`config.mk`:
```
export PLATFORM = sky130hd
export DESIGN_NAME = mains_zero_cross_monitor_unit
export DESIGN_NICKNAME = d
export VERILOG_FILES = /design/src/sv/mzcm_pkg.sv /design/src/sv/mzcm_div.sv /design/src/sv/mzcm_dp.sv /design/src/sv/mzcm_ctrl.sv /design/src/sv/mains_zero_cross_monitor_unit.sv
export SDC_FILE = /design/constraint.sdc
export NUM_CORES = 1
export LEC_CHECK = 0
export ABC_CLOCK_PERIOD_IN_PS = 22100
export BUFFER_PORTS_ARGS = -buffer_cell sky130_fd_sc_hd__buf_2
export CORE_ASPECT_RATIO = 1.4
export CORE_MARGIN = 3
export CORE_UTILIZATION = 50
export DETAILED_ROUTE_END_ITERATION = 10
export PLACE_DENSITY = 0.67
export SLEW_MARGIN = 20
export SYNTH_ARGS = -nofsm -noshare
export SYNTH_HDL_FRONTEND = slang
export SYNTH_SLANG_ARGS = --single-unit
```
`constraint.sdc`:
```
create_clock -name clk -period 22.1 [get_ports clk]
set_input_delay 2.21 -clock clk [delete_from_list [all_inputs] [get_ports clk]]
set_output_delay 2.21 -clock clk [all_outputs]
set_load 0.02 [all_outputs]
```
`src/sv/mzcm_pkg.sv`:
```
`default_nettype none
// ============================================================================
// mzcm_pkg
// Shared types and constants of the mains zero-cross monitor.
// ============================================================================
package mzcm_pkg;

  localparam int CHECK_PERIOD_DEF  = 100;
  localparam int COUNTER_WIDTH_DEF = 32;

  localparam int TICK_W            = 7;
  localparam logic [TICK_W-1:0] TICK_START = 7'd40;

  localparam logic [1:0] WATCHDOG_LIMIT = 2'd2;

  // The frequency numerator is divided bit-serially, one quotient bit a cycle.
  localparam int                 FREQ_NUM_W = 23;
  localparam logic [FREQ_NUM_W-1:0] FREQ_NUM = 23'd5000000;
  localparam int                 DIV_STEPS  = FREQ_NUM_W;
  localparam int                 DIV_CNT_W  = $clog2(DIV_STEPS);

  // Rounding offset and a reciprocal constant for the final divide by ten.
  // (x * 13421773) >> 27 equals x / 10 for every x below 2^26.
  localparam logic [FREQ_NUM_W:0] FREQ_ROUND = 24'd5;
  localparam logic [FREQ_NUM_W:0] RECIP_TEN  = 24'd13421773;
  localparam int                  RECIP_SHIFT = 27;
  localparam int                  FREQ_W      = 19;
  localparam int                  GAP_PORT_W  = 32;

  typedef enum logic [1:0] {
    ST_OFF    = 2'd0,
    ST_ACTIVE = 2'd1,
    ST_ERROR  = 2'd2
  } status_t;

  typedef enum logic [1:0] {
    OP_TICK    = 2'd0,
    OP_CAPTURE = 2'd1,
    OP_SET     = 2'd2
  } opcode_t;

  // Commands from the controller to the datapath.
  typedef struct packed {
    logic accept;    // apply the accepted transaction to the state
    logic mul_load;  // load the rounded frequency from the quotient
    logic out_load;  // copy the state into the output register
  } dp_cmd_t;

  // Status from the datapath to the controller.
  typedef struct packed {
    logic need_div;  // the offered transaction recomputes the frequency
    logic div_busy;  // the divider is still iterating
    logic out_free;  // the output register can take a result this cycle
  } dp_sts_t;

endpackage : mzcm_pkg
`default_nettype wire

```
`src/sv/mzcm_div.sv`:
```
`default_nettype none
// ============================================================================
// mzcm_div
// Restoring divider: the fixed frequency numerator over the pulse gap.
// ============================================================================
module mzcm_div
  import mzcm_pkg::*;
#(
  parameter int COUNTER_WIDTH = COUNTER_WIDTH_DEF
) (
  input  wire logic                     clk,
  input  wire logic                     rst_n,
  input  wire logic                     start,
  input  wire logic [COUNTER_WIDTH-1:0] divisor,
  output logic                          busy,
  output logic [FREQ_NUM_W-1:0]         quotient
);

  logic                     busy_r, busy_nxt;
  logic [DIV_CNT_W-1:0]     cnt_r, cnt_nxt;
  logic [COUNTER_WIDTH-1:0] rem_r, rem_nxt;
  logic [FREQ_NUM_W-1:0]    quot_r, quot_nxt;
  logic [COUNTER_WIDTH:0]   rem_sh;
  logic [COUNTER_WIDTH:0]   rem_sub;
  logic                     ge;

  // The quotient register starts out holding the numerator; its bits shift
  // out at the top while quotient bits shift in at the bottom.
  always_comb begin
    rem_sh   = {rem_r, quot_r[FREQ_NUM_W-1]};
    rem_sub  = rem_sh - {1'b0, divisor};
    ge       = (rem_sh >= {1'b0, divisor});
    busy_nxt = busy_r;
    cnt_nxt  = cnt_r;
    rem_nxt  = rem_r;
    quot_nxt = quot_r;
    if (start) begin
      busy_nxt = 1'b1;
      cnt_nxt  = '0;
      rem_nxt  = '0;
      quot_nxt = FREQ_NUM;
    end else if (busy_r) begin
      rem_nxt  = ge ? rem_sub[COUNTER_WIDTH-1:0] : rem_sh[COUNTER_WIDTH-1:0];
      quot_nxt = {quot_r[FREQ_NUM_W-2:0], ge};
      cnt_nxt  = cnt_r + 1'b1;
      if (cnt_r == DIV_CNT_W'(DIV_STEPS - 1)) begin
        busy_nxt = 1'b0;
      end
    end
  end

  always_ff @(posedge clk) begin
    if (!rst_n) begin
      busy_r <= 1'b0;
      cnt_r  <= '0;
    end else begin
      busy_r <= busy_nxt;
      cnt_r  <= cnt_nxt;
    end
  end

  always_ff @(posedge clk) begin
    rem_r  <= rem_nxt;
    quot_r <= quot_nxt;
  end

  assign busy     = busy_r;
  assign quotient = quot_r;

endmodule : mzcm_div
`default_nettype wire

```
`src/sv/mzcm_dp.sv`:
```
`default_nettype none
// ============================================================================
// mzcm_dp
// Monitor state, event update logic, frequency rounding and output register.
// ============================================================================
module mzcm_dp
  import mzcm_pkg::*;
#(
  parameter int CHECK_PERIOD  = CHECK_PERIOD_DEF,
  parameter int COUNTER_WIDTH = COUNTER_WIDTH_DEF
) (
  input  wire logic                  clk,
  input  wire logic                  rst_n,
  input  wire dp_cmd_t               cmd,
  output dp_sts_t                    sts,
  input  wire logic                  cfg_valid,
  input  wire logic                  cfg_dummy_mode,
  input  wire logic [1:0]            in_opcode,
  input  wire logic [31:0]           in_capture_value,
  input  wire logic [1:0]            in_new_status,
  output logic                       out_valid,
  input  wire logic                  out_ready,
  output logic [1:0]                 out_status,
  output logic [FREQ_W-1:0]          out_frequency,
  output logic [GAP_PORT_W-1:0]      out_pulse_gap,
  output logic                       out_detector_enable
);

  logic                     dummy_r;
  logic [TICK_W-1:0]        tick_r, tick_nxt;
  status_t                  status_r, status_nxt;
  logic [1:0]               wd_r, wd_nxt;
  logic [COUNTER_WIDTH-1:0] last_r, last_nxt;
  logic [COUNTER_WIDTH-1:0] prev_r, prev_nxt;
  logic [COUNTER_WIDTH-1:0] gap_r, gap_nxt;
  logic [FREQ_W-1:0]        freq_r, freq_nxt;
  logic                     en_r, en_nxt;
  logic                     need_div;
  logic                     div_busy;
  logic [FREQ_NUM_W-1:0]    quotient;
  logic [FREQ_NUM_W:0]      rounded;
  logic [2*FREQ_NUM_W+1:0]  product;

  logic                     out_valid_r, out_valid_nxt;
  logic [1:0]               out_status_r;
  logic [FREQ_W-1:0]        out_freq_r;
  logic [COUNTER_WIDTH-1:0] out_gap_r;
  logic                     out_en_r;

  // Next state for one accepted transaction. The frequency of a check is
  // filled in later, once the divider has finished.
  always_comb begin
    tick_nxt   = tick_r;
    status_nxt = status_r;
    wd_nxt     = wd_r;
    last_nxt   = last_r;
    prev_nxt   = prev_r;
    gap_nxt    = gap_r;
    freq_nxt   = freq_r;
    en_nxt     = en_r;
    need_div   = 1'b0;
    unique case (in_opcode)
      OP_TICK: begin
        if (dummy_r) begin
          status_nxt = ST_ACTIVE;
        end else if (tick_r < TICK_W'(CHECK_PERIOD - 1)) begin
          tick_nxt = tick_r + 1'b1;
        end else begin
          tick_nxt = '0;
          if (status_r == ST_ACTIVE) begin
            wd_nxt = (wd_r < WATCHDOG_LIMIT) ? wd_r + 1'b1 : wd_r;
          end else begin
            wd_nxt = '0;
          end
          if (wd_nxt >= WATCHDOG_LIMIT) begin
            status_nxt = ST_ERROR;
            freq_nxt   = '0;
            gap_nxt    = '0;
            last_nxt   = '0;
            prev_nxt   = '0;
          end else if (last_r > prev_r) begin
            if (status_r == ST_ERROR) begin
              status_nxt = ST_ACTIVE;
            end
            gap_nxt  = last_r - prev_r;
            need_div = 1'b1;
          end
        end
      end
      OP_CAPTURE: begin
        if (status_r == ST_ACTIVE || status_r == ST_ERROR) begin
          prev_nxt = last_r;
          last_nxt = in_capture_value[COUNTER_WIDTH-1:0];
        end
        wd_nxt = '0;
      end
      OP_SET: begin
        unique case (in_new_status)
          ST_ACTIVE: begin
            status_nxt = ST_ACTIVE;
            en_nxt     = 1'b1;
          end
          ST_OFF, ST_ERROR: begin
            status_nxt = status_t'(in_new_status);
            en_nxt     = 1'b0;
            freq_nxt   = '0;
            gap_nxt    = '0;
            last_nxt   = '0;
            prev_nxt   = '0;
          end
          default: begin
          end
        endcase
      end
      default: begin
      end
    endcase
  end

  mzcm_div #(
    .COUNTER_WIDTH(COUNTER_WIDTH)
  ) u_div (
    .clk     (clk),
    .rst_n   (rst_n),
    .start   (cmd.accept && need_div),
    .divisor (gap_r),
    .busy    (div_busy),
    .quotient(quotient)
  );

  // Round to the nearest tenth and divide by ten through the reciprocal.
  assign rounded = {1'b0, quotient} + FREQ_ROUND;
  assign product = rounded * RECIP_TEN;

  always_ff @(posedge clk) begin
    if (!rst_n) begin
      dummy_r  <= 1'b0;
      tick_r   <= TICK_START;
      status_r <= ST_OFF;
      wd_r     <= '0;
      last_r   <= '0;
      prev_r   <= '0;
      gap_r    <= '0;
      freq_r   <= '0;
      en_r     <= 1'b0;
    end else begin
      if (cfg_valid) begin
        dummy_r <= cfg_dummy_mode;
      end
      if (cmd.accept) begin
        tick_r   <= tick_nxt;
        status_r <= status_nxt;
        wd_r     <= wd_nxt;
        last_r   <= last_nxt;
        prev_r   <= prev_nxt;
        gap_r    <= gap_nxt;
        freq_r   <= freq_nxt;
        en_r     <= en_nxt;
      end else if (cmd.mul_load) begin
        freq_r <= product[RECIP_SHIFT +: FREQ_W];
      end
    end
  end

  // Output register: holds one finished result until it is taken.
  always_comb begin
    out_valid_nxt = out_valid_r;
    if (cmd.out_load) begin
      out_valid_nxt = 1'b1;
    end else if (out_ready) begin
      out_valid_nxt = 1'b0;
    end
  end

  always_ff @(posedge clk) begin
    if (!rst_n) begin
      out_valid_r <= 1'b0;
    end else begin
      out_valid_r <= out_valid_nxt;
    end
  end

  always_ff @(posedge clk) begin
    if (cmd.out_load) begin
      out_status_r <= status_r;
      out_freq_r   <= freq_r;
      out_gap_r    <= gap_r;
      out_en_r     <= en_r;
    end
  end

  assign sts.need_div = need_div;
  assign sts.div_busy = div_busy;
  assign sts.out_free = !out_valid_r || out_ready;

  assign out_valid           = out_valid_r;
  assign out_status          = out_status_r;
  assign out_frequency       = out_freq_r;
  assign out_pulse_gap       = GAP_PORT_W'(out_gap_r);
  assign out_detector_enable = out_en_r;

endmodule : mzcm_dp
`default_nettype wire

```
`src/sv/mzcm_ctrl.sv`:
```
`default_nettype none
// ============================================================================
// mzcm_ctrl
// Sequencer: accept, optional division and rounding, then hand off the result.
// ============================================================================
module mzcm_ctrl
  import mzcm_pkg::*;
(
  input  wire logic    clk,
  input  wire logic    rst_n,
  input  wire logic    in_valid,
  output logic         in_ready,
  input  wire dp_sts_t sts,
  output dp_cmd_t      cmd
);

  typedef enum logic [3:0] {
    S_IDLE = 4'b0001,
    S_DIV  = 4'b0010,
    S_MUL  = 4'b0100,
    S_EMIT = 4'b1000
  } state_t;

  state_t state_r, state_nxt;

  always_comb begin
    state_nxt    = state_r;
    in_ready     = 1'b0;
    cmd.accept   = 1'b0;
    cmd.mul_load = 1'b0;
    cmd.out_load = 1'b0;
    unique case (state_r)
      S_IDLE: begin
        in_ready = 1'b1;
        if (in_valid) begin
          cmd.accept = 1'b1;
          state_nxt  = sts.need_div ? S_DIV : S_EMIT;
        end
      end
      S_DIV: begin
        if (!sts.div_busy) begin
          state_nxt = S_MUL;
        end
      end
      S_MUL: begin
        cmd.mul_load = 1'b1;
        state_nxt    = S_EMIT;
      end
      S_EMIT: begin
        if (sts.out_free) begin
          cmd.out_load = 1'b1;
          state_nxt    = S_IDLE;
        end
      end
      default: begin
        state_nxt = S_IDLE;
      end
    endcase
  end

  always_ff @(posedge clk) begin
    if (!rst_n) begin
      state_r <= S_IDLE;
    end else begin
      state_r <= state_nxt;
    end
  end

endmodule : mzcm_ctrl
`default_nettype wire

```
`src/sv/mains_zero_cross_monitor_unit.sv`:
```
`default_nettype none
// ============================================================================
// mains_zero_cross_monitor_unit
// Zero-cross monitor: status, watchdog, pulse gap and rounded frequency.
// ============================================================================
// Sequence: an accepted transaction updates the state, then the output
//   register is loaded; a periodic check that recomputes the frequency
//   first waits for the 23 iterations of the bit-serial divider, sees it
//   done, takes one rounding step and then loads the output register.
// Transactions do not overlap: a new one waits for the last output load.
// Reset: synchronous, active low; status off, tick count 40, other state zero.
// ============================================================================
module mains_zero_cross_monitor_unit
  import mzcm_pkg::*;
#(
  parameter int CHECK_PERIOD  = CHECK_PERIOD_DEF,
  parameter int COUNTER_WIDTH = COUNTER_WIDTH_DEF
) (
  input  wire logic              clk,
  input  wire logic              rst_n,
  // Configuration write channel: the dummy mode register.
  input  wire logic              cfg_valid,
  output logic                   cfg_ready,
  input  wire logic              cfg_dummy_mode,
  // Event channel.
  input  wire logic              in_valid,
  output logic                   in_ready,
  input  wire logic [1:0]        in_opcode,
  input  wire logic [31:0]       in_capture_value,
  input  wire logic [1:0]        in_new_status,
  // Result channel: the state after each event.
  output logic                   out_valid,
  input  wire logic              out_ready,
  output logic [1:0]             out_status,
  output logic [FREQ_W-1:0]      out_frequency,
  output logic [GAP_PORT_W-1:0]  out_pulse_gap,
  output logic                   out_detector_enable
);

  dp_cmd_t cmd;
  dp_sts_t sts;

  // The register write always completes in the cycle it is offered.
  assign cfg_ready = 1'b1;

  // The controller accepts a transaction only when no earlier one is still
  // in flight; a finished result may still sit in the output register, so
  // the next event is taken while the result side stalls.
  mzcm_ctrl u_ctrl (
    .clk     (clk),
    .rst_n   (rst_n),
    .in_valid(in_valid),
    .in_ready(in_ready),
    .sts     (sts),
    .cmd     (cmd)
  );

  // The datapath holds the monitor state, applies each event in the cycle it
  // is accepted, runs the divider for a frequency update, and owns the
  // output register.
  mzcm_dp #(
    .CHECK_PERIOD (CHECK_PERIOD),
    .COUNTER_WIDTH(COUNTER_WIDTH)
  ) u_dp (
    .clk                (clk),
    .rst_n              (rst_n),
    .cmd                (cmd),
    .sts                (sts),
    .cfg_valid          (cfg_valid),
    .cfg_dummy_mode     (cfg_dummy_mode),
    .in_opcode          (in_opcode),
    .in_capture_value   (in_capture_value),
    .in_new_status      (in_new_status),
    .out_valid          (out_valid),
    .out_ready          (out_ready),
    .out_status         (out_status),
    .out_frequency      (out_frequency),
    .out_pulse_gap      (out_pulse_gap),
    .out_detector_enable(out_detector_enable)
  );

  // After a transaction is accepted, the block is not ready in the cycle after.
  a_accept_busy: assert property (@(posedge clk) disable iff (!rst_n)
    in_valid && in_ready |=> !in_ready)
    else $error("event accepted while the previous one was still in flight");

  // The divider only runs while a transaction is being processed.
  a_div_in_flight: assert property (@(posedge clk) disable iff (!rst_n)
    sts.div_busy |-> !in_ready)
    else $error("divider busy while the controller is idle");

  // A nonzero frequency always comes from a nonzero pulse gap.
  a_freq_gap: assert property (@(posedge clk) disable iff (!rst_n)
    out_valid && (out_frequency != '0) |-> (out_pulse_gap != '0))
    else $error("frequency reported without a pulse gap");

  // A rounding step must never start while the divider is still iterating.
  a_mul_after_div: assert property (@(posedge clk) disable iff (!rst_n)
    cmd.mul_load |-> !sts.div_busy)
    else $error("frequency loaded before the division finished");

endmodule : mains_zero_cross_monitor_unit
`default_nettype wire
```
==> parameters.txt, run 1 <==
Parameter                              Value

Die
  Count of standard-cell rows    92
  Initial core utilization    0.5099
  Core region area    45350 um2
  Total die area    between 40000 and 50000 um2
  Die X    187.8 um
  Total I/O pin count    99
  Die Y    260.5 um

Worst setup path
  Standard cell with the maximum stage delay on the critical path    a2111oi_0
  Cell class contributing the biggest share of worst-path delay    adder cells
  Worst path bufs/invs    4
  Type of destination of the critical path    flip-flop
  Slowest cell delay on critical path    ~0.79 ns
  Worst endpoint required time    roughly 23 ns
  Top cell by count, worst path    fa_1
  CP max FO    7
  WP data arrival    9.21 ns
  Crit path kind    reg2reg
  Critical Path Source Type    flip-flop

Route
  Starting DRC count in detailed routing    667
  Total wire length after detailed routing    around 54000 um
  Ratio of routed vias to standard cells    5.355
  DR DRC count    0
  Antenna violation net count after detailed routing    0
  Total via count after detailed routing    about 17000
  Number of iterations in the first detailed-routing pass    5
  Routed wirelength normalized by instance count    17.08 um

CTS
  Clock transition at the registers of the reported paths    0.06 ns
  TritonCTS buffer count    25
  Post-CTS Setup Inserts    0
  Resized Gates After CTS    0
  Maximum buffer depth of the clock tree    3
  CTS tree    built
  Clock net sink count    about 250
  Number of H-tree levels    1
  CTS hold repair buffers    0
  Root buffer cell    clkbuf_16
  Clk Latency, worst-skew pair    0.53 ns

STA
  Worst slew margin relative to its limit    0.2616
  Setup repair after global routing missed its margin    false
  Final hold vios    0
  Least-Margin Pin Slew    1.092 ns
  Finish-stage setup viols    0
  Max Clock Skew    0.009224 ns
  Min cycle time layout    8.812 ns
  Final Cycle Share    0.3988
  Fmax    113.5 MHz
  Final-report max-slew violation count    0
  Post-route setup TNS    0 ns

Cells and area
  Final instance area    25100 um2
  P&R area growth vs syn    8.516%
  # nets final    3121
  Fill cell instance count of the final layout    4219
  Diode count    0
  Proportion of layout cells with a drive suffix above 1    0.07235
  Finished Core Util    0.5534

Synthesis
  Synthesized instance count    2492
  EDFF count, synth    54
  Average footprint of a synthesized cell    9.281 um2
  Proportion of register bits with asynchronous set or reset after synthesis    0
  Cell variety after synth    76
  Post-synthesis register bit count    ~250
  Net count after synthesis    3060
  Most used flip-flop cell after synthesis    dfxtp_1
  Mapped cell area    23130 um2
  Warning count from the yosys run    0
  Sequential cell area fraction in the yosys report    0.2380

Global route
  Remaining Overflow, GRT    0
  Vias in the first global route    17580
  Number of antenna violations at the first check in global routing    0
  Largest net degree at the start of global routing    73
  Wire length of the first global-routing pass    89040 um
  Global-route total usage across every layer    0.2241

Placed design
  Count of port buffers added during placement    97
  Global placer's final weighted congestion    approximately 0.98
  HPWL Detailed    44420 um
  Placement-stage cell area    24210 um2

Outcome
  Run status    finished, final reports clean

Hold path
  Type of the tightest min-delay check    reg2reg

Job
  Total of max-cap violations    0
-- routing by layer --
| layer | wire length [um] | global-route usage |
|---|---|---|
| met2 | 29080 | 0.4289 |
| met5 | 0 | 0 |
| met3 | 1582 | 0.01908 |
| met1 | 21670 | 0.2614 |
| met4 | 2035 | 0.07716 |
-- cells in the mapped netlist (11+ instances only) --
cell	number	area, um2
inv_1	456	1712
ha_1	304	3804
fa_1	222	4444
dfxtp_1	194	3884
nand2_1	173	649.4
a21oi_1	110	550.5
nand3_1	99	495.5
nor2_1	91	341.6
o21ai_0	91	455.4
xnor2_1	74	648.1
clkbuf_1	73	274.0
a21boi_0	71	533.0
a21o_1	57	427.9
edfxtp_1	54	1622
mux2i_1	50	500.5
xor2_1	42	367.9
nor2b_1	39	244.0
nor3_1	26	130.1
and3_1	23	143.9
a22oi_1	21	157.7
nand4_1	16	100.1
and2_1	13	81.33
a22o_1	11	96.34
o21a_1	11	82.58
or3_1	11	68.82
-- logic make-up (layout without fill, tap and decap cells) --
family / after synthesis / in the layout / synth area share
AO/OA/AOI/OAI: 471 / 471 / 0.1358
multiplexers: 52 / 52 / 0.02261
flip-flops: 248 / 248 / 0.2380
XOR/XNOR: 116 / 116 / 0.04393
other: 1 / 1 / 0.0001621
AND/OR/NAND/NOR: 536 / 536 / 0.1127
adder cells (fa/ha/maj): 526 / 526 / 0.3566
buffers and inverters: 542 / 621 / 0.09008
-- flip-flops by register name, summed over array words and instances, names as in the netlist, 19 cells and up --
signal / count
u_dp.freq_r: 19
u_dp.gap_r: 32
u_dp.last_r: 32
u_dp.out_frequency: 19
u_dp.out_pulse_gap: 32
u_dp.prev_r: 32
u_dp.u_div.quotient: 23
u_dp.u_div.rem_r: 32
-- placed cells by master, fill, tap and decap left out, drive strengths merged, types with 6 or more instances in the layout --
cell type / count
buf: 120
fa: 222
a2111oi: 6
xnor2: 74
o31a: 7
nand2b: 10
o21ai: 93
or2: 7
nor2: 91
clkbuf: 36
o21bai: 10
and3: 23
or3: 11
nand4: 16
a22o: 11
nor2b: 39
a22oi: 21
dfxtp: 194
a211oi: 7
a21o: 57
o21a: 11
xor2: 42
nand3: 99
nand4b: 6
nor3: 27
mux2i: 50
a31oi: 9
o31ai: 10
a211o: 7
a21oi: 110
nand2: 173
edfxtp: 54
ha: 304
inv: 458
a21boi: 72
and2: 14
-- path summary, 6_finish.rpt --
| path | from | to | slack, ns | cells after the start |
|---|---|---|---|---|
| max reg2reg | u_dp.u_div.quotient[0] | u_dp.freq_r[17] | 13.29 | 25 |
| max | u_dp.u_div.quotient[0] | u_dp.freq_r[17] | 13.29 | 25 |
| min reg2reg | u_dp.en_r | u_dp.out_detector_enable | 0.43 | 0 |
| min | u_dp.en_r | u_dp.out_detector_enable | 0.43 | 0 |
-- per-stage QoR --
stage	hold WS (ns)	instances	setup slack (ns)
after detailed placement	0.4204	3137	13.29
after global placement	0.4168	3137	13.49
after CTS	0.4326	3182	13.27
after floorplan	0.4081	2492	14.46
after global routing	0.4487	3182	12.77
final	0.4293	3182	13.29
-- final cells by class --
type                    instances  area [um2]  share of cell area
multi-input cells            1702       15570              0.6206
flip-flops and latches        248        5509              0.2195
inverters                     456        1712             0.06820
well taps                     611       764.5             0.03046
clock buffers                  36       750.7             0.02991
repair buffers                120       658.1             0.02622
clock inverters                 9       128.9            0.005135
Power of run 1 is not shown: default switching activity piles up to over one toggle a cycle in this logic, so the estimate is an artifact.
==> run 2, diff against run 1 <==
--- a/config.mk
+++ b/config.mk
@@ -5,13 +5,13 @@
 export SDC_FILE = /design/constraint.sdc
 export NUM_CORES = 1
 export LEC_CHECK = 0
-export ABC_CLOCK_PERIOD_IN_PS = 22100
+export ABC_CLOCK_PERIOD_IN_PS = 7200
 export BUFFER_PORTS_ARGS = -buffer_cell sky130_fd_sc_hd__buf_2
 export CORE_ASPECT_RATIO = 1.4
 export CORE_MARGIN = 3
 export CORE_UTILIZATION = 50
 export DETAILED_ROUTE_END_ITERATION = 10
-export PLACE_DENSITY = 0.67
+export PLACE_DENSITY = 0.69
 export SLEW_MARGIN = 20
 export SYNTH_ARGS = -nofsm -noshare
 export SYNTH_HDL_FRONTEND = slang
==> constraint.sdc (replaced) <==
create_clock -name clk -period 7.2 [get_ports clk]
set_input_delay 0.72 -clock clk [delete_from_list [all_inputs] [get_ports clk]]
set_output_delay 0.72 -clock clk [all_outputs]
set_load 0.02 [all_outputs]
==> parameters.txt, run 2 (synthesized netlist as in run 1, its figures left out) <==
Parameter                              Value

Outcome
  Violated checks    setup timing
  Run status    finished, violations left

Cells and area
  Commonest cells after routing, fill and taps aside    439 x inv_1, 272 x ha_1, 217 x fa_1, 184 x dfxtp_1, 168 x buf_4
  Fill cell instance count of the final layout    between 3000 and 4000
  Proportion of layout cells with a drive suffix above 1    0.1728
  # nets final    3279
  Commonest non-fill, non-tap cell in the layout    inv_1
  Diode count    0
  P&R area growth vs syn    18.06%

STA
  Final Cycle Share    1.009
  Finish-stage setup viols    2
  Setup repair after global routing missed its margin    true
  Fmax    137.6 MHz
  Min cycle time layout    7.268 ns
  Final-report max-slew violation count    0
  Worst slew margin relative to its limit    0.4621
  Least-Margin Pin Slew    0.8069 ns
  Max Clock Skew    0.01583 ns
  Final hold vios    0
  Worst path setup slack after routing    -0.06833 ns

Placed design
  HPWL Detailed    46090 um
  Count of port buffers added during placement    97
  Global placer's final weighted congestion    0.9542
  Pre-CTS setup slack    -0.4874 ns

Route
  Routed wirelength normalized by instance count    17.09 um
  Number of iterations in the first detailed-routing pass    5
  Antenna violation net count after detailed routing    0
  Detailed route wirelength on metal2    30320 um
  DR DRC count    0
  Starting DRC count in detailed routing    771
  Total met3 wirelength after detailed routing    1872 um
  Total wire length after detailed routing    57130 um
  Total via count after detailed routing    17910
  Ratio of routed vias to standard cells    5.360
  M1 WL    22430 um
  Max layer used    met4

Worst setup path
  WP data arrival    between 7 and 8 ns
  Slowest cell delay on critical path    0.54 ns
  Crit path kind    reg2reg
  Standard cell with the maximum stage delay on the critical path    fa_1
  Worst endpoint required time    approximately 7.6 ns
  Critical Path Source Type    flip-flop
  CP max FO    4
  Top cell by count, worst path    fa_1
  Type of destination of the critical path    flip-flop

CTS
  CTS tree    built
  Maximum buffer depth of the clock tree    3
  Clock transition at the registers of the reported paths    0.07 ns
  Root buffer cell    clkbuf_16
  Clock net sink count    248
  Clk Latency, worst-skew pair    0.55 ns
  Number of H-tree levels    1
  CTS hold repair buffers    0
  TritonCTS buffer count    26

Global route
  Remaining Overflow, GRT    0
  Wire length of the first global-routing pass    92740 um
  Global-route total usage across every layer    0.2335
  Largest net degree at the start of global routing    between 90 and 100
  Vias in the first global route    between 15000 and 20000
  Number of antenna violations at the first check in global routing    0

Die
  Total die area    48910 um2
  Count of standard-cell rows    92
  Die Y    260.5 um
  Total I/O pin count    between 90 and 100
  Initial core utilization    0.5099
  Die X    187.8 um
  Core region area    45350 um2

Job
  Total of max-cap violations    0

Hold path
  Type of the tightest min-delay check    in2reg
## run 2: what timing repair did
item                       4_1_cts  5_1_grt
setup endpoints to repair       13       14
pin swaps                      134       21
buffers inserted                37        3
resized for setup               87       27
## run 2: critical path: cells and delay by family, from the launching register on
family	cells	cell delay, ns
XOR/XNOR	1	0.25
adder cells (fa/ha/maj)	8	3.49
flip-flops	1	0.33
AO/OA/AOI/OAI	9	1.60
buffers and inverters	6	0.54
AND/OR/NAND/NOR	4	0.92
## run 2: final cells by class
| class | count | area, um2 | share of cell area |
|---|---|---|---|
| Clock buffer | 34 | 753.2 | 0.02759 |
| Timing Repair Buffer | 277 | 1891 | 0.06924 |
| Inverter | 456 | 1712 | 0.06269 |
| Sequential cell | 248 | 5520 | 0.2022 |
| Multi-Input combinational cell | 1702 | 16510 | 0.6048 |
| Clock inverter | 14 | 151.4 | 0.005545 |
| Tap cell | 611 | 764.5 | 0.02800 |
## run 2: final timing paths
check                         startpoint                endpoint  slack (ns)  cells past startpoint
setup / recovery  u_dp.u_div.quotient[6]         u_dp.freq_r[15]       -0.07                     28
hold / removal      in_capture_value[19]         u_dp.last_r[19]        0.43                      3
setup reg to reg  u_dp.u_div.quotient[6]         u_dp.freq_r[15]       -0.07                     28
hold reg to reg          u_dp.freq_r[10]  u_dp.out_frequency[10]        0.44                      0
## run 2: routing by layer
| metal | global-route usage | vias up |
|---|---|---|
| met5 | 0 | - |
| met4 | 0.09260 | 0 |
| met3 | 0.02150 | 130 |
| met2 | 0.4447 | 336 |
| met1 | 0.2682 | 8722 |
| li1 | - | 8724 |
## run 2: metrics by stage
stage	hold WS [ns]	cells	utilization	TNS (ns)	area (um2)
2_1_floorplan	0.4081	2492	-	0	23530
3_3_place_gp	0.4155	3260	0.5630	-1.618	25540
3_5_place_dp	0.4185	3260	0.5630	-3.651	25540
4_1_cts	0.4101	3340	0.5987	-0.1206	27150
5_1_grt	0.4318	3342	0.6020	-1.859	27300
6_report	0.4320	3342	0.6020	-0.09867	27300
Power of run 2 is left out for the same reason.
==> run 3, diff against run 2 <==
--- a/config.mk
+++ b/config.mk
@@ -6,12 +6,13 @@
 export NUM_CORES = 1
 export LEC_CHECK = 0
 export ABC_CLOCK_PERIOD_IN_PS = 7200
-export BUFFER_PORTS_ARGS = -buffer_cell sky130_fd_sc_hd__buf_2
 export CORE_ASPECT_RATIO = 1.4
 export CORE_MARGIN = 3
 export CORE_UTILIZATION = 50
 export DETAILED_ROUTE_END_ITERATION = 10
-export PLACE_DENSITY = 0.69
+export DONT_BUFFER_PORTS = 1
+export GPL_TIMING_DRIVEN = 0
+export PLACE_DENSITY = 0.68
 export SLEW_MARGIN = 20
 export SYNTH_ARGS = -nofsm -noshare
 export SYNTH_HDL_FRONTEND = slang
==> constraint.sdc (replaced) <==
create_clock -name clk -period 7.2 [get_ports clk]
set_input_delay 0.72 -clock clk [delete_from_list [all_inputs] [get_ports clk]]
set_output_delay 0.72 -clock clk [all_outputs]
set_load 0.01 [all_outputs]
==> parameters.txt, run 3 (synthesized netlist as in run 1, its figures left out) <==
Parameter                              Value

Die
  Die X    187.8 um
  Core region area    45350 um2
  Count of standard-cell rows    92
  Initial core utilization    0.5099
  Total die area    48910 um2
  Total I/O pin count    99
  Die Y    260.5 um

Cells and area
  Fill cell instance count of the final layout    around 4000
  Seq. cell area    approximately 5500 um2
  Proportion of layout cells with a drive suffix above 1    0.1070
  # nets final    3165
  Final instance area    ~27000 um2
  Multi-input logic area    16580 um2
  Diode count    0
  P&R area growth vs syn    15.06%
  Commonest non-fill, non-tap cell in the layout    inv_1
  Finished Core Util    0.5867
  Commonest cells after routing, fill and taps aside    446 x inv_1, 285 x ha_1, 219 x fa_1, 184 x dfxtp_1, 168 x nand2_1

Placed design
  Count of port buffers added during placement    0
  Placement-stage cell area    24390 um2
  Pre-CTS setup slack    -1.367 ns
  Global placer's final weighted congestion    0.9373
  HPWL Detailed    around 46000 um

STA
  Setup repair after global routing missed its margin    true
  Max Clock Skew    approximately 0.016 ns
  Finish-stage setup viols    17
  Final hold vios    0
  Worst path setup slack after routing    -0.5316 ns
  Fmax    129.3 MHz
  Least-Margin Pin Slew    1.006 ns
  Min cycle time layout    7.732 ns
  Worst slew margin relative to its limit    0.3250
  Post-route worst hold slack    roughly 0.32 ns
  Final Cycle Share    1.074
  Final-report max-slew violation count    0

Route
  Number of iterations in the first detailed-routing pass    5
  Ratio of routed vias to standard cells    5.455
  DR DRC count    0
  Starting DRC count in detailed routing    828
  Antenna violation net count after detailed routing    0
  Routed wirelength normalized by instance count    18.21 um
  Total wire length after detailed routing    58790 um
  Total via count after detailed routing    17610

Worst setup path
  Cell class contributing the biggest share of worst-path delay    adder cells
  Standard cell with the maximum stage delay on the critical path    fa_1
  Register-to-Register Setup Slack    -0.53 ns
  Worst path bufs/invs    6
  Critical Path Source Type    flip-flop
  Top cell by count, worst path    fa_1
  CP max FO    5
  Worst endpoint required time    between 7 and 8 ns
  Cell depth of the worst setup path    30
  Slowest cell delay on critical path    0.58 ns
  Path depth of the worst reg2reg path    30
  Type of destination of the critical path    flip-flop
  Crit path kind    reg2reg
  WP data arrival    8.18 ns

Global route
  Largest net degree at the start of global routing    27
  Wire length of the first global-routing pass    94120 um
  Vias in the first global route    18510
  Met3 usage in global routing    0.02782
  Global-route total usage across every layer    0.2395
  Grt peak-use layer    met2
  GR Util met1    0.2587
  Met2 usage    0.4698
  Remaining Overflow, GRT    0
  Number of antenna violations at the first check in global routing    0

CTS
  TritonCTS buffer count    26
  Clk Latency, worst-skew pair    roughly 0.55 ns
  Maximum buffer depth of the clock tree    3
  CTS tree    built
  Clock transition at the registers of the reported paths    0.07 ns
  Clock net sink count    around 250
  Number of H-tree levels    1
  Root buffer cell    clkbuf_16

Job
  Total of max-cap violations    0

Hold path
  Type of the tightest min-delay check    in2reg
  Hold path depth    2

Outcome
  Run status    finished, violations left
  Violated checks    setup timing
[run 3: changes by cell type in the layout (fill, tap and decap cells not counted), moves of 9 or more]
cell / previous run / this run
dfxtp_2: 9 / 0
ha_1: 272 / 285
buf_2: 97 / 6
buf_4: 168 / 67
ha_4: 28 / 16
clkbuf_1: 3 / 73
dfxtp_4: 1 / 10
[run 3: through the flow]
step	cells	setup TNS (ns)
after floorplan	2492	0
after global placement	3103	-20.57
after detailed placement	3105	-18.24
after CTS	3217	-1.503
after global routing	3228	-8.614
final	3228	-4.404
[run 3: path summary, 6_finish.rpt]
path                          start                     to
max          u_dp.u_div.quotient[9]        u_dp.freq_r[12]
max reg2reg  u_dp.u_div.quotient[9]        u_dp.freq_r[12]
min reg2reg          u_dp.freq_r[2]  u_dp.out_frequency[2]
min             in_capture_value[7]         u_dp.last_r[7]
[run 3: layer usage]
metal  vias up  routed length, um
li1       8502                  -
met1      8581              21370
met2       378              32160
met3       149               2467
met4         0               2786
met5         -                  0
[run 3: repair_timing]
action	in CTS	in global routing
setup endpoints to repair	19	19
hold buffers	0	0
setup buffers	67	13
gates resized for setup	86	45
pin swaps	80	57
[run 3: area by class of cell]
type,count,area share
inverter,456,0.06442
clock buffer,35,0.02882
multi-input combinational,1702,0.6231
sequential,248,0.2083
timing repair buffer,80,0.02755
buffer,83,0.01368
clock inverter,13,0.005360
tap,611,0.02873
Power of run 3 is left out for the same reason.
